### config.mk
export PLATFORM = sky130hd
export DESIGN_NAME = riff_wave_chunk_parser_flat
export DESIGN_NICKNAME = d
export VERILOG_FILES = /design/src/sv/rwcp_pkg.sv /design/src/sv/rwcp_intf.sv /design/src/sv/rwcp_div.sv /design/src/sv/rwcp_dp.sv /design/src/sv/rwcp_resq.sv /design/src/sv/rwcp_ctrl.sv /design/src/sv/riff_wave_chunk_parser.sv /design/src/flat_wrapper.sv
export SDC_FILE = /design/constraint.sdc
export NUM_CORES = 2
export LEC_CHECK = 0
export BUFFER_PORTS_ARGS = -buffer_cell sky130_fd_sc_hd__buf_2
export CAP_MARGIN = 20
export CORE_MARGIN = 2
export CORE_UTILIZATION = 50
export CTS_BUF_LIST = sky130_fd_sc_hd__clkbuf_16
export CTS_CLUSTER_SIZE = 28
export DETAILED_ROUTE_END_ITERATION = 10
export HOLD_SLACK_MARGIN = 0.08
export PLACE_DENSITY = 0.68
export SETUP_SLACK_MARGIN = 0.1
export SYNTH_ARGS = -nofsm -noshare
export SYNTH_HDL_FRONTEND = slang
export SYNTH_SLANG_ARGS = --single-unit
export TNS_END_PERCENT = 5
### constraint.sdc
create_clock -name i_clk -period 16.7 [get_ports i_clk]
set_input_delay 2.505 -clock i_clk [delete_from_list [all_inputs] [get_ports i_clk]]
set_output_delay 2.505 -clock i_clk [all_outputs]
set_load 0.005 [all_outputs]
### src/sv/rwcp_pkg.sv
// rwcp_pkg: shared constants, codes and control structs of the RIFF/WAVE chunk parser.
// No dependencies; every module file of the block imports it, but rwcp_intf does not.
package rwcp_pkg;

    // Four-character codes as they assemble little-endian from the byte stream
    localparam logic [31:0] TAG_RIFF = 32'h4646_4952;
    localparam logic [31:0] TAG_WAVE = 32'h4556_4157;
    localparam logic [31:0] TAG_FMT  = 32'h2074_6D66;
    localparam logic [31:0] TAG_DATA = 32'h6174_6164;

    localparam int unsigned MS_PER_S = 1000;

    // duration divider: 32-bit length times 1000 needs 42 bits
    localparam int unsigned NUM_W     = 42;
    localparam int unsigned DIV_STEPS = NUM_W;
    localparam int unsigned DIV_CNT_W = $clog2(DIV_STEPS);

    // result queue
    localparam int unsigned RESQ_DEPTH = 4;
    localparam int unsigned RESQ_PTR_W = $clog2(RESQ_DEPTH);
    localparam int unsigned RESQ_CNT_W = $clog2(RESQ_DEPTH + 1);

    typedef enum logic [1:0] {
        KIND_PAYLOAD = 2'd0,
        KIND_SUMMARY = 2'd1,
        KIND_ERROR   = 2'd2
    } t_kind;

    typedef enum logic [2:0] {
        ST_OK        = 3'd0,
        ST_NOT_RIFF  = 3'd1,
        ST_NOT_WAVE  = 3'd2,
        ST_SIZE      = 3'd3,
        ST_NO_DATA   = 3'd4,
        ST_TRUNC     = 3'd5,
        ST_ZERO_RATE = 3'd6
    } t_status;

    typedef struct packed {
        t_kind       kind;
        logic [7:0]  data;
        t_status     status;
    } t_res_entry;

    // controller -> datapath
    typedef struct packed {
        logic clear;
        logic shift;
        logic set_walk_end;
        logic set_chunk_id;
        logic set_len;
        logic walk_one;
        logic walk_four;
        logic count_down;
        logic fmt_write;
    } t_dp_cmd;

    // datapath -> controller
    typedef struct packed {
        logic word_is_riff;
        logic word_is_wave;
        logic word_zero;
        logic word_eq_buf;
        logic id_is_data;
        logic id_is_fmt;
        logic walk_ok;
        logic rem_is_one;
        logic odd_pad;
        logic bps_zero;
    } t_dp_stat;

    // result queue -> controller
    typedef struct packed {
        logic room1;
        logic room2;
        logic has_summary;
    } t_q_stat;

endpackage

### src/sv/rwcp_intf.sv
// rwcp_intf: valid/ready channel interfaces of the RIFF/WAVE chunk parser.
// Depends on nothing; the field widths follow the block's port list.
interface rwcp_in_if;
    logic       valid;
    logic       ready;
    logic [7:0] in_byte;
    logic       in_first;
    logic       in_last;

    modport source (output valid, output in_byte, output in_first, output in_last,
                    input ready);
    modport sink   (input valid, input in_byte, input in_first, input in_last,
                    output ready);
endinterface

interface rwcp_out_if;
    logic        valid;
    logic        ready;
    logic [1:0]  out_kind;
    logic [7:0]  payload_byte;
    logic [2:0]  status;
    logic [15:0] format_tag;
    logic [15:0] channel_count;
    logic [31:0] sample_rate;
    logic [31:0] bytes_per_second;
    logic [15:0] frame_align;
    logic [15:0] sample_bits;
    logic [31:0] data_bytes;
    logic [31:0] duration_ms;
    logic        is_last;

    modport source (output valid, output out_kind, output payload_byte, output status,
                    output format_tag, output channel_count, output sample_rate,
                    output bytes_per_second, output frame_align, output sample_bits,
                    output data_bytes, output duration_ms, output is_last,
                    input ready);
    modport sink   (input valid, input out_kind, input payload_byte, input status,
                    input format_tag, input channel_count, input sample_rate,
                    input bytes_per_second, input frame_align, input sample_bits,
                    input data_bytes, input duration_ms, input is_last,
                    output ready);
endinterface

interface rwcp_cfg_if;
    logic        valid;
    logic        ready;
    logic [31:0] buffer_length;

    modport source (output valid, output buffer_length, input ready);
    modport sink   (input valid, input buffer_length, output ready);
endinterface

### src/sv/rwcp_div.sv
// rwcp_div: restoring divider for the duration, (buffer_length * 1000) / bytes_per_second.
// One quotient bit per cycle; depends on rwcp_pkg.
module rwcp_div import rwcp_pkg::*; (
    input  logic             i_clk,
    input  logic             i_rst_n,
    input  logic             i_start,
    input  logic [31:0]      i_buffer_length,
    input  logic [31:0]      i_bps,
    output logic             o_busy,
    output logic [NUM_W-1:0] o_quotient
);

    logic                 r_busy;
    logic [DIV_CNT_W-1:0] r_cnt;
    logic [NUM_W-1:0]     r_num;   // dividend shifts out, quotient shifts in
    logic [31:0]          r_rem;

    logic [32:0] w_trial;
    logic [32:0] w_diff;
    logic        w_ge;

    always_comb begin
        w_trial = {r_rem, r_num[NUM_W-1]};
        w_diff  = w_trial - {1'b0, i_bps};
        w_ge    = w_trial >= {1'b0, i_bps};
    end

    always_ff @(posedge i_clk) begin
        if (!i_rst_n) begin
            r_busy <= 1'b0;
            r_cnt  <= '0;
        end else if (i_start) begin
            r_busy <= 1'b1;
            r_cnt  <= DIV_CNT_W'(DIV_STEPS - 1);
            r_num  <= NUM_W'(i_buffer_length) * NUM_W'(MS_PER_S);
            r_rem  <= '0;
        end else if (r_busy) begin
            r_rem <= w_ge ? w_diff[31:0] : w_trial[31:0];
            r_num <= {r_num[NUM_W-2:0], w_ge};
            if (r_cnt == '0) begin
                r_busy <= 1'b0;
            end else begin
                r_cnt <= r_cnt - DIV_CNT_W'(1);
            end
        end
    end

    assign o_busy     = r_busy;
    assign o_quotient = r_num;

endmodule

### src/sv/rwcp_dp.sv
// rwcp_dp: parser datapath - field shifter, chunk counters, walk check, fmt words, config.
// Driven by rwcp_ctrl commands; depends on rwcp_pkg.
module rwcp_dp import rwcp_pkg::*; (
    input  logic             i_clk,
    input  logic             i_rst_n,
    input  logic [7:0]       i_byte,
    input  t_dp_cmd          i_cmd,
    output t_dp_stat         o_stat,
    input  logic             i_cfg_we,
    input  logic [31:0]      i_cfg_data,
    output logic [31:0]      o_buffer_length,
    output logic [3:0][31:0] o_format_words
);

    logic [31:0]       r_field_shift;
    logic [31:0]       r_chunk_id;
    logic [31:0]       r_chunk_rem;
    logic [31:0]       r_walked;
    logic [31:0]       r_walk_end;
    logic [3:0][31:0]  r_format;
    logic              r_odd_pad;
    logic [31:0]       r_buffer_length;

    logic [31:0] w_shift_base;
    logic [31:0] w_word;
    logic [31:0] w_walk_add;
    logic [31:0] w_n_walked;
    logic [1:0]  w_fmt_w;
    logic [1:0]  w_fmt_b;

    always_comb begin
        w_shift_base = i_cmd.clear ? 32'd0 : r_field_shift;
        w_word       = {i_byte, w_shift_base[31:8]};
        w_walk_add   = i_cmd.walk_four ? 32'd4 : (i_cmd.walk_one ? 32'd1 : 32'd0);
        w_n_walked   = (i_cmd.clear ? 32'd0 : r_walked) + w_walk_add;
        w_fmt_w      = r_field_shift[3:2];
        w_fmt_b      = r_field_shift[1:0];
    end

    always_comb begin
        o_stat.word_is_riff = w_word == TAG_RIFF;
        o_stat.word_is_wave = w_word == TAG_WAVE;
        o_stat.word_zero    = w_word == 32'd0;
        o_stat.word_eq_buf  = w_word == r_buffer_length;
        o_stat.id_is_data   = r_chunk_id == TAG_DATA;
        o_stat.id_is_fmt    = r_chunk_id == TAG_FMT;
        o_stat.walk_ok      = w_n_walked < r_walk_end;
        o_stat.rem_is_one   = r_chunk_rem == 32'd1;
        o_stat.odd_pad      = r_odd_pad;
        o_stat.bps_zero     = r_format[2] == 32'd0;
    end

    always_ff @(posedge i_clk) begin
        if (!i_rst_n) begin
            r_field_shift   <= '0;
            r_chunk_id      <= '0;
            r_chunk_rem     <= '0;
            r_walked        <= '0;
            r_walk_end      <= '0;
            r_format        <= '0;
            r_odd_pad       <= 1'b0;
            r_buffer_length <= '0;
        end else begin
            if (i_cfg_we) begin
                r_buffer_length <= i_cfg_data;
            end
            if (i_cmd.clear) begin
                r_field_shift <= '0;
                r_chunk_id    <= '0;
                r_chunk_rem   <= '0;
                r_walked      <= '0;
                r_walk_end    <= '0;
                r_format      <= '0;
                r_odd_pad     <= 1'b0;
            end
            if (i_cmd.shift) begin
                r_field_shift <= w_word;
            end
            if (i_cmd.set_walk_end) begin
                r_walk_end <= w_word - 32'd4;   // wraps for a length below four
            end
            if (i_cmd.set_chunk_id) begin
                r_chunk_id <= w_word;
            end
            if (i_cmd.walk_one || i_cmd.walk_four) begin
                r_walked <= w_n_walked;
            end
            if (i_cmd.set_len) begin
                r_chunk_rem   <= w_word;
                r_odd_pad     <= w_word[0];
                r_field_shift <= '0;            // becomes the fmt body offset
            end
            if (i_cmd.count_down) begin
                r_chunk_rem <= r_chunk_rem - 32'd1;
            end
            if (i_cmd.fmt_write) begin
                if (r_field_shift < 32'd16) begin
                    r_format[w_fmt_w][{w_fmt_b, 3'b000} +: 8] <= i_byte;
                end
                r_field_shift <= r_field_shift + 32'd1;
            end
        end
    end

    assign o_buffer_length = r_buffer_length;
    assign o_format_words  = r_format;

endmodule

### src/sv/rwcp_resq.sv
// rwcp_resq: four-entry result queue; takes up to two results per cycle, gives one.
// Depends on rwcp_pkg.
module rwcp_resq import rwcp_pkg::*; (
    input  logic       i_clk,
    input  logic       i_rst_n,
    input  logic       i_push0,
    input  logic       i_push1,
    input  t_res_entry i_entry0,
    input  t_res_entry i_entry1,
    input  logic       i_pop,
    output logic       o_valid,
    output t_res_entry o_head,
    output t_q_stat    o_stat
);

    t_res_entry            r_mem [RESQ_DEPTH];
    logic [RESQ_PTR_W-1:0] r_wr;
    logic [RESQ_PTR_W-1:0] r_rd;
    logic [RESQ_CNT_W-1:0] r_count;
    logic                  r_has_sum;

    logic [RESQ_CNT_W-1:0] n_count;
    logic [RESQ_PTR_W-1:0] w_wr1;
    logic                  w_pop;

    always_comb begin
        w_pop   = i_pop && (r_count != '0);
        w_wr1   = r_wr + RESQ_PTR_W'(1);
        n_count = r_count + RESQ_CNT_W'(i_push0) + RESQ_CNT_W'(i_push1)
                - RESQ_CNT_W'(w_pop);
    end

    always_ff @(posedge i_clk) begin
        if (i_push0) begin
            r_mem[r_wr] <= i_entry0;
        end
        if (i_push1) begin
            r_mem[w_wr1] <= i_entry1;
        end
    end

    always_ff @(posedge i_clk) begin
        if (!i_rst_n) begin
            r_wr      <= '0;
            r_rd      <= '0;
            r_count   <= '0;
            r_has_sum <= 1'b0;
        end else begin
            r_wr    <= r_wr + RESQ_PTR_W'(i_push0) + RESQ_PTR_W'(i_push1);
            r_count <= n_count;
            if (w_pop) begin
                r_rd <= r_rd + RESQ_PTR_W'(1);
            end
            if (i_push0 && (i_entry0.kind == KIND_SUMMARY)) begin
                r_has_sum <= 1'b1;
            end else if (w_pop && (o_head.kind == KIND_SUMMARY)) begin
                r_has_sum <= 1'b0;
            end
        end
    end

    always_comb begin
        o_valid            = r_count != '0;
        o_head             = r_mem[r_rd];
        o_stat.room1       = r_count != RESQ_CNT_W'(RESQ_DEPTH);
        o_stat.room2       = r_count <= RESQ_CNT_W'(RESQ_DEPTH - 2);
        o_stat.has_summary = r_has_sum;
    end

    a_push_order: assert property (@(posedge i_clk) disable iff (!i_rst_n)
        i_push1 |-> i_push0)
        else $error("second result pushed without a first");
    a_room_two: assert property (@(posedge i_clk) disable iff (!i_rst_n)
        i_push1 |-> (r_count <= RESQ_CNT_W'(RESQ_DEPTH - 2)))
        else $error("double push into a queue without two free entries");
    a_room_one: assert property (@(posedge i_clk) disable iff (!i_rst_n)
        i_push0 |-> (r_count != RESQ_CNT_W'(RESQ_DEPTH)))
        else $error("push into a full result queue");

endmodule

### src/sv/rwcp_ctrl.sv
// rwcp_ctrl: parse-phase state machine; issues datapath commands and result pushes.
// Depends on rwcp_pkg; works with rwcp_dp, rwcp_resq and rwcp_div.
module rwcp_ctrl import rwcp_pkg::*; (
    input  logic       i_clk,
    input  logic       i_rst_n,
    input  logic       i_in_valid,
    output logic       o_in_ready,
    input  logic [7:0] i_in_byte,
    input  logic       i_in_first,
    input  logic       i_in_last,
    input  t_dp_stat   i_stat,
    output t_dp_cmd    o_cmd,
    input  t_q_stat    i_q_stat,
    output logic       o_push0,
    output logic       o_push1,
    output t_res_entry o_entry0,
    output t_res_entry o_entry1,
    output logic       o_div_start,
    input  logic       i_div_busy
);

    typedef enum logic [3:0] {
        PH_RIFF, PH_RLEN, PH_WAVE, PH_CID, PH_CLEN,
        PH_FMT, PH_SKIP, PH_DATA, PH_PAD, PH_DONE
    } t_phase;

    t_phase     r_phase, n_phase;
    logic [1:0] r_idx, n_idx;
    logic       r_sum_pend, n_sum_pend;

    t_phase     w_phase;
    logic [1:0] w_idx;
    logic       w_fire;
    logic       w_begin;
    logic       w_summary;
    logic       w_err;
    t_status    w_err_code;
    logic       w_trunc;
    logic       w_payload;
    t_res_entry w_e_pay;
    t_res_entry w_e_err;

    always_comb begin
        o_in_ready = i_q_stat.room2 && !r_sum_pend && !i_q_stat.has_summary;
        w_fire     = i_in_valid && o_in_ready;
        w_phase    = i_in_first ? PH_RIFF : r_phase;
        w_idx      = i_in_first ? 2'd0 : r_idx;

        n_phase     = r_phase;
        n_idx       = r_idx;
        n_sum_pend  = r_sum_pend;
        o_cmd       = '0;
        o_div_start = 1'b0;
        w_begin     = 1'b0;
        w_summary   = 1'b0;
        w_err       = 1'b0;
        w_err_code  = ST_OK;
        w_trunc     = 1'b0;
        w_payload   = 1'b0;

        if (w_fire) begin
            o_cmd.clear = i_in_first;
            n_phase     = w_phase;
            n_idx       = w_idx;
            case (w_phase)
                PH_RIFF, PH_RLEN, PH_WAVE, PH_CID, PH_CLEN: begin
                    o_cmd.shift = 1'b1;
                    if (w_idx != 2'd3) begin
                        n_idx = w_idx + 2'd1;
                    end else begin
                        n_idx = 2'd0;
                        case (w_phase)
                            PH_RIFF: begin
                                if (i_stat.word_is_riff) begin
                                    n_phase = PH_RLEN;
                                end else begin
                                    w_err      = 1'b1;
                                    w_err_code = ST_NOT_RIFF;
                                end
                            end
                            PH_RLEN: begin
                                o_cmd.set_walk_end = 1'b1;
                                n_phase            = PH_WAVE;
                            end
                            PH_WAVE: begin
                                if (i_stat.word_is_wave) begin
                                    w_begin = 1'b1;
                                end else begin
                                    w_err      = 1'b1;
                                    w_err_code = ST_NOT_WAVE;
                                end
                            end
                            PH_CID: begin
                                o_cmd.set_chunk_id = 1'b1;
                                o_cmd.walk_four    = 1'b1;
                                n_phase            = PH_CLEN;
                            end
                            default: begin
                                // chunk length word
                                o_cmd.walk_four = 1'b1;
                                o_cmd.set_len   = 1'b1;
                                if (i_stat.id_is_data) begin
                                    if (!i_stat.word_eq_buf) begin
                                        w_err      = 1'b1;
                                        w_err_code = ST_SIZE;
                                    end else if (i_stat.word_zero) begin
                                        w_summary = 1'b1;
                                    end else begin
                                        n_phase = PH_DATA;
                                    end
                                end else if (i_stat.word_zero) begin
                                    w_begin = 1'b1;     // even length, no pad
                                end else begin
                                    n_phase = i_stat.id_is_fmt ? PH_FMT : PH_SKIP;
                                end
                            end
                        endcase
                    end
                end
                PH_FMT, PH_SKIP: begin
                    o_cmd.fmt_write  = w_phase == PH_FMT;
                    o_cmd.walk_one   = 1'b1;
                    o_cmd.count_down = 1'b1;
                    if (i_stat.rem_is_one) begin
                        if (i_stat.odd_pad) begin
                            n_phase = PH_PAD;
                        end else begin
                            w_begin = 1'b1;
                        end
                    end
                end
                PH_DATA: begin
                    w_payload        = 1'b1;
                    o_cmd.walk_one   = 1'b1;
                    o_cmd.count_down = 1'b1;
                    if (i_stat.rem_is_one) begin
                        w_summary = 1'b1;
                    end
                end
                PH_PAD: begin
                    o_cmd.walk_one = 1'b1;
                    w_begin        = 1'b1;
                end
                PH_DONE: begin
                end
                default: begin
                    n_phase = PH_DONE;
                end
            endcase

            // next chunk header, if the walk has room for it
            if (w_begin) begin
                if (i_stat.walk_ok) begin
                    n_phase = PH_CID;
                    n_idx   = 2'd0;
                end else begin
                    w_err      = 1'b1;
                    w_err_code = ST_NO_DATA;
                end
            end
            if (w_summary) begin
                if (i_stat.bps_zero) begin
                    w_err      = 1'b1;
                    w_err_code = ST_ZERO_RATE;
                end else begin
                    o_div_start = 1'b1;
                    n_sum_pend  = 1'b1;
                    n_phase     = PH_DONE;
                end
            end
            if (w_err) begin
                n_phase = PH_DONE;
            end
            if (i_in_last && (n_phase != PH_DONE)) begin
                w_trunc = 1'b1;
                n_phase = PH_DONE;
            end
        end

        w_e_pay.kind   = KIND_PAYLOAD;
        w_e_pay.data   = i_in_byte;
        w_e_pay.status = ST_OK;
        w_e_err.kind   = KIND_ERROR;
        w_e_err.data   = 8'd0;
        w_e_err.status = w_trunc ? ST_TRUNC : w_err_code;

        o_push0  = 1'b0;
        o_push1  = 1'b0;
        o_entry0 = w_e_pay;
        o_entry1 = w_e_err;
        if (w_payload) begin
            o_push0 = 1'b1;
            o_push1 = w_err || w_trunc;
        end else if (w_err || w_trunc) begin
            o_push0  = 1'b1;
            o_entry0 = w_e_err;
        end else if (!w_fire && r_sum_pend && !i_div_busy && i_q_stat.room1) begin
            o_push0         = 1'b1;
            o_entry0.kind   = KIND_SUMMARY;
            o_entry0.data   = 8'd0;
            o_entry0.status = ST_OK;
            n_sum_pend      = 1'b0;
        end
    end

    always_ff @(posedge i_clk) begin
        if (!i_rst_n) begin
            r_phase    <= PH_RIFF;
            r_idx      <= 2'd0;
            r_sum_pend <= 1'b0;
        end else begin
            r_phase    <= n_phase;
            r_idx      <= n_idx;
            r_sum_pend <= n_sum_pend;
        end
    end

    a_sum_held: assert property (@(posedge i_clk) disable iff (!i_rst_n)
        (r_sum_pend && i_div_busy) |=> r_sum_pend)
        else $error("pending summary dropped while the divider runs");
    a_div_done: assert property (@(posedge i_clk) disable iff (!i_rst_n)
        o_div_start |=> ((r_phase == PH_DONE) && r_sum_pend))
        else $error("division started without ending the parse");
    a_quiet_done: assert property (@(posedge i_clk) disable iff (!i_rst_n)
        (w_fire && !i_in_first && (r_phase == PH_DONE)) |-> !o_push0)
        else $error("result produced after the parse ended");

endmodule

### src/sv/riff_wave_chunk_parser.sv
// riff_wave_chunk_parser: top level of the streaming RIFF/WAVE header parser.
// Depends on rwcp_pkg, rwcp_intf, rwcp_ctrl, rwcp_dp, rwcp_resq and rwcp_div.
//
// Takes a WAV file one byte per transaction on i_in and returns results on
// o_out: one payload result per data-chunk byte, then a format summary, or
// an error that ends the file. Header, chunk and data bytes are taken one per
// cycle; a byte may queue up to two results (a payload and an error) in a
// four-entry result queue, and input stalls while fewer than two entries are
// free. The summary needs bytes_per_second into data_bytes * 1000, worked out
// by a restoring divider at one quotient bit per cycle; while it runs, and until
// the summary it yields has been queued and then taken, no byte is accepted.
// in_first restarts parsing at any byte; after a
// summary or error, bytes are taken and dropped until the next in_first.
// buffer_length on i_cfg (always ready) is the expected data-chunk length; write
// it only while the parser is idle. No clearing pass follows reset.
module riff_wave_chunk_parser import rwcp_pkg::*; (
    input  logic i_clk,
    input  logic i_rst_n,
    rwcp_in_if.sink    i_in,
    rwcp_out_if.source o_out,
    rwcp_cfg_if.sink   i_cfg
);

    t_dp_cmd          w_cmd;
    t_dp_stat         w_stat;
    t_q_stat          w_q_stat;
    logic             w_push0;
    logic             w_push1;
    t_res_entry       w_entry0;
    t_res_entry       w_entry1;
    logic             w_q_valid;
    t_res_entry       w_head;
    logic             w_div_start;
    logic             w_div_busy;
    logic [NUM_W-1:0] w_quotient;
    logic [31:0]      w_buffer_length;
    logic [3:0][31:0] w_fmt;
    logic             w_is_sum;

    assign i_cfg.ready = 1'b1;

    rwcp_ctrl u_ctrl (
        .i_clk       (i_clk),
        .i_rst_n     (i_rst_n),
        .i_in_valid  (i_in.valid),
        .o_in_ready  (i_in.ready),
        .i_in_byte   (i_in.in_byte),
        .i_in_first  (i_in.in_first),
        .i_in_last   (i_in.in_last),
        .i_stat      (w_stat),
        .o_cmd       (w_cmd),
        .i_q_stat    (w_q_stat),
        .o_push0     (w_push0),
        .o_push1     (w_push1),
        .o_entry0    (w_entry0),
        .o_entry1    (w_entry1),
        .o_div_start (w_div_start),
        .i_div_busy  (w_div_busy)
    );

    rwcp_dp u_dp (
        .i_clk           (i_clk),
        .i_rst_n         (i_rst_n),
        .i_byte          (i_in.in_byte),
        .i_cmd           (w_cmd),
        .o_stat          (w_stat),
        .i_cfg_we        (i_cfg.valid),
        .i_cfg_data      (i_cfg.buffer_length),
        .o_buffer_length (w_buffer_length),
        .o_format_words  (w_fmt)
    );

    // fmt words: [0] tag/channels, [1] sample rate, [2] bytes/s, [3] align/bits
    rwcp_div u_div (
        .i_clk           (i_clk),
        .i_rst_n         (i_rst_n),
        .i_start         (w_div_start),
        .i_buffer_length (w_buffer_length),
        .i_bps           (w_fmt[2]),
        .o_busy          (w_div_busy),
        .o_quotient      (w_quotient)
    );

    rwcp_resq u_resq (
        .i_clk    (i_clk),
        .i_rst_n  (i_rst_n),
        .i_push0  (w_push0),
        .i_push1  (w_push1),
        .i_entry0 (w_entry0),
        .i_entry1 (w_entry1),
        .i_pop    (o_out.ready),
        .o_valid  (w_q_valid),
        .o_head   (w_head),
        .o_stat   (w_q_stat)
    );

    // Summary fields are read live from the fmt words and the divider; both
    // hold still while a summary waits, since input is stalled until it goes.
    always_comb begin
        w_is_sum               = w_head.kind == KIND_SUMMARY;
        o_out.valid            = w_q_valid;
        o_out.out_kind         = w_head.kind;
        o_out.payload_byte     = w_head.data;
        o_out.status           = w_head.status;
        o_out.is_last          = w_head.kind != KIND_PAYLOAD;
        o_out.format_tag       = w_is_sum ? w_fmt[0][15:0]  : 16'd0;
        o_out.channel_count    = w_is_sum ? w_fmt[0][31:16] : 16'd0;
        o_out.sample_rate      = w_is_sum ? w_fmt[1]        : 32'd0;
        o_out.bytes_per_second = w_is_sum ? w_fmt[2]        : 32'd0;
        o_out.frame_align      = w_is_sum ? w_fmt[3][15:0]  : 16'd0;
        o_out.sample_bits      = w_is_sum ? w_fmt[3][31:16] : 16'd0;
        o_out.data_bytes       = w_is_sum ? w_buffer_length : 32'd0;
        if (!w_is_sum) begin
            o_out.duration_ms = 32'd0;
        end else if (w_quotient[NUM_W-1:32] != '0) begin
            o_out.duration_ms = 32'hFFFF_FFFF;     // saturate
        end else begin
            o_out.duration_ms = w_quotient[31:0];
        end
    end

endmodule
### src/flat_wrapper.sv
// flat-port wrapper written by rule: the top's interface ports become plain ports
module riff_wave_chunk_parser_flat import rwcp_pkg::*;
  (i_clk, i_rst_n, i_in_valid, i_in_in_byte, i_in_in_first, i_in_in_last, i_in_ready, o_out_valid, o_out_out_kind, o_out_payload_byte, o_out_status, o_out_format_tag, o_out_channel_count, o_out_sample_rate, o_out_bytes_per_second, o_out_frame_align, o_out_sample_bits, o_out_data_bytes, o_out_duration_ms, o_out_is_last, o_out_ready, i_cfg_valid, i_cfg_buffer_length, i_cfg_ready);
  rwcp_in_if i_in_i ();
  rwcp_out_if o_out_i ();
  rwcp_cfg_if i_cfg_i ();
  input  logic i_clk;
  input  logic i_rst_n;
  input wire logic [$bits(i_in_i.valid)-1:0] i_in_valid;
  input wire logic [$bits(i_in_i.in_byte)-1:0] i_in_in_byte;
  input wire logic [$bits(i_in_i.in_first)-1:0] i_in_in_first;
  input wire logic [$bits(i_in_i.in_last)-1:0] i_in_in_last;
  output wire logic [$bits(i_in_i.ready)-1:0] i_in_ready;
  output wire logic [$bits(o_out_i.valid)-1:0] o_out_valid;
  output wire logic [$bits(o_out_i.out_kind)-1:0] o_out_out_kind;
  output wire logic [$bits(o_out_i.payload_byte)-1:0] o_out_payload_byte;
  output wire logic [$bits(o_out_i.status)-1:0] o_out_status;
  output wire logic [$bits(o_out_i.format_tag)-1:0] o_out_format_tag;
  output wire logic [$bits(o_out_i.channel_count)-1:0] o_out_channel_count;
  output wire logic [$bits(o_out_i.sample_rate)-1:0] o_out_sample_rate;
  output wire logic [$bits(o_out_i.bytes_per_second)-1:0] o_out_bytes_per_second;
  output wire logic [$bits(o_out_i.frame_align)-1:0] o_out_frame_align;
  output wire logic [$bits(o_out_i.sample_bits)-1:0] o_out_sample_bits;
  output wire logic [$bits(o_out_i.data_bytes)-1:0] o_out_data_bytes;
  output wire logic [$bits(o_out_i.duration_ms)-1:0] o_out_duration_ms;
  output wire logic [$bits(o_out_i.is_last)-1:0] o_out_is_last;
  input wire logic [$bits(o_out_i.ready)-1:0] o_out_ready;
  input wire logic [$bits(i_cfg_i.valid)-1:0] i_cfg_valid;
  input wire logic [$bits(i_cfg_i.buffer_length)-1:0] i_cfg_buffer_length;
  output wire logic [$bits(i_cfg_i.ready)-1:0] i_cfg_ready;
  assign i_in_i.valid = i_in_valid;
  assign i_in_i.in_byte = i_in_in_byte;
  assign i_in_i.in_first = i_in_in_first;
  assign i_in_i.in_last = i_in_in_last;
  assign i_in_ready = i_in_i.ready;
  assign o_out_valid = o_out_i.valid;
  assign o_out_out_kind = o_out_i.out_kind;
  assign o_out_payload_byte = o_out_i.payload_byte;
  assign o_out_status = o_out_i.status;
  assign o_out_format_tag = o_out_i.format_tag;
  assign o_out_channel_count = o_out_i.channel_count;
  assign o_out_sample_rate = o_out_i.sample_rate;
  assign o_out_bytes_per_second = o_out_i.bytes_per_second;
  assign o_out_frame_align = o_out_i.frame_align;
  assign o_out_sample_bits = o_out_i.sample_bits;
  assign o_out_data_bytes = o_out_i.data_bytes;
  assign o_out_duration_ms = o_out_i.duration_ms;
  assign o_out_is_last = o_out_i.is_last;
  assign o_out_i.ready = o_out_ready;
  assign i_cfg_i.valid = i_cfg_valid;
  assign i_cfg_i.buffer_length = i_cfg_buffer_length;
  assign i_cfg_ready = i_cfg_i.ready;
  riff_wave_chunk_parser u_core (.i_clk(i_clk), .i_rst_n(i_rst_n), .i_in(i_in_i), .o_out(o_out_i), .i_cfg(i_cfg_i));
endmodule
==> impl_metrics.prom <==
# TYPE chip_impl_metric gauge
chip_impl_info{name="run_status",value="complete, no violations"} 1
chip_impl_metric{name="sw_frac_of_total",unit="%"} 33.8
chip_impl_info{name="r2r-start",value="u_core.u_resq.r_count[1]"} 1
chip_impl_metric{name="num-nets-final",unit=""} 4284
chip_impl_metric{name="drt_drc_violations_left",unit=""} 0
chip_impl_info{name="critical_path.endpoint_type",value="register"} 1
chip_impl_metric{name="grt_pass1_vias",unit=""} 26193
chip_impl_metric{name="diodes",unit=""} 0
chip_impl_metric{name="post_layout_utilization_of_the_core",unit="%"} 56.2
chip_impl_info{name="hold_path_startpoint",value="u_core.u_dp.r_walk_end[0]"} 1
chip_impl_metric{name="pwr-share-clk",unit="%"} 34.2
chip_impl_metric{name="die_width",unit="µm"} 256
chip_impl_metric{name="setup_viol",unit=""} 0
chip_impl_metric{name="power.leakage",unit="nW"} 14.8
chip_impl_metric{name="finalWeightedCongestion",unit=""} 0.888
chip_impl_metric{name="cts_max_path_buffers",unit=""} 3
chip_impl_info{name="slowest_stage",value="buf_4"} 1
chip_impl_metric{name="grt_max_degree",unit=""} 113
chip_impl_metric{name="initial_utilization",unit="%"} 50.5
chip_impl_metric{name="port-buffer-count",unit=""} 254
chip_impl_metric{name="gr-usage-all-layers",unit="%"} 28.5
chip_impl_metric{name="fillCellCount",unit=""} 5855
chip_impl_metric{name="synth_enable_flop_cells",unit=""} 86
chip_impl_metric{name="wirelength",unit="µm"} 95500
chip_impl_metric{name="timing.final.crit_period",unit="ps"} 11540
chip_impl_metric{name="net-switching-power",unit="mW"} 1.15
chip_impl_info{name="startpoint_type",value="primary input"} 1
chip_impl_info{name="yosys_most_used_dff",value="dfxtp_1"} 1
chip_impl_info{name="layout.cells.most_common",value="nand2_1"} 1
chip_impl_metric{name="cts-htree-levels",unit=""} 2
chip_impl_metric{name="drive_gt1_share",unit="%"} 10.9
chip_impl_info{name="worst-setup-path-type",value="primary input to register"} 1
chip_impl_metric{name="antenna_found_initial",unit=""} 0
chip_impl_metric{name="grt_pass1_wl",unit="µm"} 151000
chip_impl_metric{name="fin_cells",unit=""} 4839
chip_impl_info{name="rsz0062_at_grt",value="false"} 1
chip_impl_metric{name="postSynth.asyncResetShare",unit="%"} 0
chip_impl_metric{name="tritoncts.num_buffers",unit=""} 53
chip_impl_info{name="worstHoldEndpoint",value="u_core.u_dp.r_walk_end[0]"} 1
chip_impl_metric{name="remaining_overflow_grt",unit=""} 0
chip_impl_metric{name="critical_path.max_stage_delay",unit="ps"} 620
chip_impl_metric{name="max_freq",unit="GHz"} 0.0867
chip_impl_metric{name="fraction_of_power_consumed_by_sequential_logic",unit="%"} 37.8
chip_impl_metric{name="syn-instance-count",unit=""} 3834
chip_impl_info{name="hold_class",value="register to register"} 1
chip_impl_metric{name="dp.cells",unit=""} 4741
chip_impl_metric{name="via_count",unit=""} 28062
chip_impl_metric{name="setup_tns",unit="ps"} 0
chip_impl_metric{name="yosys_warnings",unit=""} 0
chip_impl_info{name="tritoncts",value="yes"} 1
chip_impl_metric{name="drtIter0Drc",unit=""} 2511
chip_impl_metric{name="period_share",unit="%"} 69.1
chip_impl_metric{name="timing_hold_violations_final",unit=""} 0
chip_impl_metric{name="area_growth",unit="%"} 11.3
chip_impl_metric{name="worst_ep_required_time",unit="ps"} 17220
chip_impl_metric{name="post_cts_buffers",unit=""} 0
chip_impl_metric{name="drtPass1Iterations",unit=""} 7
chip_impl_metric{name="antenna_violating_nets_post_route",unit=""} 0
chip_impl_metric{name="cellPowerDensity",unit="mW/mm²"} 96.1
chip_impl_metric{name="synth_fp_nets",unit=""} 4167
chip_impl_metric{name="slew_at_the_pin_closest_to_its_max_slew_limit",unit="ps"} 1090
chip_impl_metric{name="ios",unit=""} 256
chip_impl_metric{name="vdd.ir_drop.worst",unit="mV"} 0.0734
chip_impl_metric{name="drv.max_cap_violation_count",unit=""} 0
chip_impl_info{name="clockRootBuffer",value="clkbuf_16"} 1
chip_impl_metric{name="die_footprint",unit="mm²"} 0.0656
chip_impl_metric{name="ys_types",unit=""} 90
chip_impl_metric{name="r2r_cells",unit=""} 37
chip_impl_metric{name="p_int",unit="mW"} 2.25
chip_impl_metric{name="slew_violations",unit=""} 0
chip_impl_metric{name="worstPathMaxFanout",unit=""} 57
chip_impl_info{name="reg2reg_to",value="u_core.u_resq.r_count[2]"} 1
chip_impl_metric{name="die-height",unit="µm"} 256
chip_impl_metric{name="yosys_register_bits",unit=""} 471
chip_impl_metric{name="synth.cell_area",unit="mm²"} 0.0318
chip_impl_info{name="most-common-layout-cells",value="nand2_1 (440), dfxtp_1 (385), and2_1 (324)"} 1
chip_impl_metric{name="final.setup_skew",unit="ps"} 25.0
chip_impl_info{name="critical_path.most_common_cell",value="ha_1"} 1
chip_impl_metric{name="worst-endpoint-arrival",unit="ps"} 12050
chip_impl_metric{name="slew_headroom",unit="%"} 27.5
chip_impl_metric{name="routed_wire_length_per_instance",unit="µm"} 19.7
chip_impl_metric{name="power.combinational.fraction",unit="%"} 28.0
chip_impl_metric{name="placement_rows",unit=""} 92
chip_impl_metric{name="cts.sink_count",unit=""} 471
chip_impl_metric{name="ff2ff_setup_slack",unit="ps"} 6700
chip_impl_metric{name="synth.yosys.seq_area_share",unit="%"} 32.4
chip_impl_metric{name="worst_hold_stages",unit=""} 2
chip_impl_metric{name="syn_area_per_cell",unit="µm²"} 8.29
chip_impl_metric{name="hpwl",unit="µm"} 66400
chip_impl_metric{name="cts.reportedPaths.clkPinSlew",unit="ps"} 60
chip_impl_metric{name="fp.coreArea",unit="mm²"} 0.0630
chip_impl_metric{name="cts_repair_resize_count",unit=""} 0
chip_impl_metric{name="postCtsHoldBufs",unit=""} 0
chip_impl_metric{name="clkLatencyLatePin",unit="ps"} 630
chip_impl_metric{name="routed_via_density",unit=""} 5.80
synth_stat cells, types with 8 or more instances:
cell / n / area, µm²
nand3_1: 205 / 1030
a221oi_1: 11 / 96.3
a22oi_1: 24 / 180
o21ai_0: 282 / 1410
nor4_1: 43 / 269
a21oi_1: 231 / 1160
nor3_1: 59 / 295
clkbuf_1: 209 / 785
mux4_2: 13 / 293
xnor2_1: 99 / 867
buf_1: 26 / 97.6
edfxtp_1: 86 / 2580
or4_1: 16 / 120
nor2_1: 284 / 1070
o21ai_1: 13 / 65.1
a211oi_1: 12 / 90.1
fa_1: 122 / 2440
nand4_1: 37 / 231
o22ai_1: 20 / 125
or3_1: 19 / 119
nand2b_1: 19 / 119
nor3b_1: 10 / 75.1
dfxtp_1: 385 / 7710
a2111oi_0: 8 / 70.1
xor2_1: 73 / 639
ha_1: 164 / 2050
a31oi_1: 28 / 175
mux2i_1: 50 / 500
a21o_1: 35 / 263
a21boi_0: 18 / 135
or2_2: 11 / 68.8
o21a_1: 53 / 398
and3_1: 44 / 275
o21bai_1: 10 / 75.1
o211ai_1: 16 / 120
inv_1: 142 / 533
nor2b_1: 74 / 463
and2_1: 324 / 2030
nand2_1: 440 / 1650
cells by family (layout without fill, tap and decap cells):
| group | count (synthesis) | in the layout | synth area share (%) |
|---|---|---|---|
| multiplexers | 64 | 64 | 2.53 |
| other | 1 | 1 | 0.0118 |
| XOR/XNOR | 172 | 172 | 4.74 |
| AND/OR/NAND/NOR | 1623 | 1623 | 25.7 |
| adder cells (fa/ha/maj) | 287 | 287 | 14.2 |
| buffers and inverters | 382 | 541 | 4.54 |
| AO/OA/AOI/OAI | 834 | 834 | 15.9 |
| flip-flops | 471 | 471 | 32.4 |
sequential cells by signal, indices dropped and copies added (netlist names), named ones only:
signal,cells
u_core.u_ctrl.r_phase,4
u_core.u_div.o_busy,1
u_core.u_dp.r_walk_end,32
u_core.u_dp.r_field_shift,32
u_core.u_dp.r_odd_pad,1
u_core.u_resq.r_has_sum,1
u_core.u_dp.o_buffer_length,32
u_core.u_resq.r_wr,2
u_core.u_dp.r_walked,32
u_core.u_div.r_rem,32
u_core.u_dp.r_chunk_rem,32
u_core.u_ctrl.r_sum_pend,1
u_core.u_dp.o_format_words,128
u_core.u_resq.r_count,3
u_core.u_dp.r_chunk_id,32
u_core.u_resq.r_mem,52
u_core.u_div.r_cnt,6
u_core.u_div.o_quotient,42
u_core.u_resq.r_rd,2
u_core.u_ctrl.r_idx,2
how the worst max path moves through the flow:
stage                   from                  endpoint  slack (ps)  cells after the start
2_1_floorplan  i_in_in_first  u_core.u_resq.r_count[2]        5680                     41
3_3_place_gp   i_in_in_first  u_core.u_resq.r_count[2]        4850                     37
3_5_place_dp   i_in_in_first  u_core.u_resq.r_count[2]        4680                     37
4_1_cts        i_in_in_first  u_core.u_resq.r_count[2]        5260                     37
5_1_grt        i_in_in_first  u_core.u_resq.r_count[2]        4500                     37
6_report       i_in_in_first  u_core.u_resq.r_count[2]        5160                     37
final cells by class:
type	instances	area [µm²]	share of cell area [%]
inverters	143	537	1.52
clock inverters	43	349	0.987
multi-input cells	2981	20100	56.9
repair buffers	301	1650	4.67
flip-flops and latches	471	10300	29.1
clock buffers	54	1350	3.82
well taps	846	1060	2.99
metrics by stage:
step           setup WS (ps)  instance area [µm²]  hold slack (ps)  power (mW)
2_1_floorplan           5680                31800              427        1.96
3_3_place_gp            4850                33600              434        2.23
3_5_place_dp            4680                33600              439        2.24
4_1_cts                 5260                35300              447        3.41
5_1_grt                 4500                35400              468        3.58
6_report                5160                35400              447        3.40
critical path: cells and delay by family:
family                   cells  cell delay (ps)
buffers and inverters        5             1510
AND/OR/NAND/NOR             17             4490
adder cells (fa/ha/maj)      6             1650
XOR/XNOR                     2              270
AO/OA/AOI/OAI                7             1580
power groups by stage:
stage,registers (mW),logic (mW),clock network [mW]
6_report,1.29,0.951,1.16
5_1_grt,1.29,1.06,1.23
4_1_cts,1.28,0.942,1.18
3_5_place_dp,1.31,0.936,0
3_3_place_gp,1.31,0.924,0
2_1_floorplan,1.26,0.706,0
metal layers:
metal,global-route usage (%),vias to the layer above,part of all wire [%]
met5,0,-,0
met4,9.18,0,3.2
met3,5.08,183,7.0
met2,45.0,975,45
met1,39.7,13372,45
li1,-,13532,-
Power figures use the tool's default switching activity.
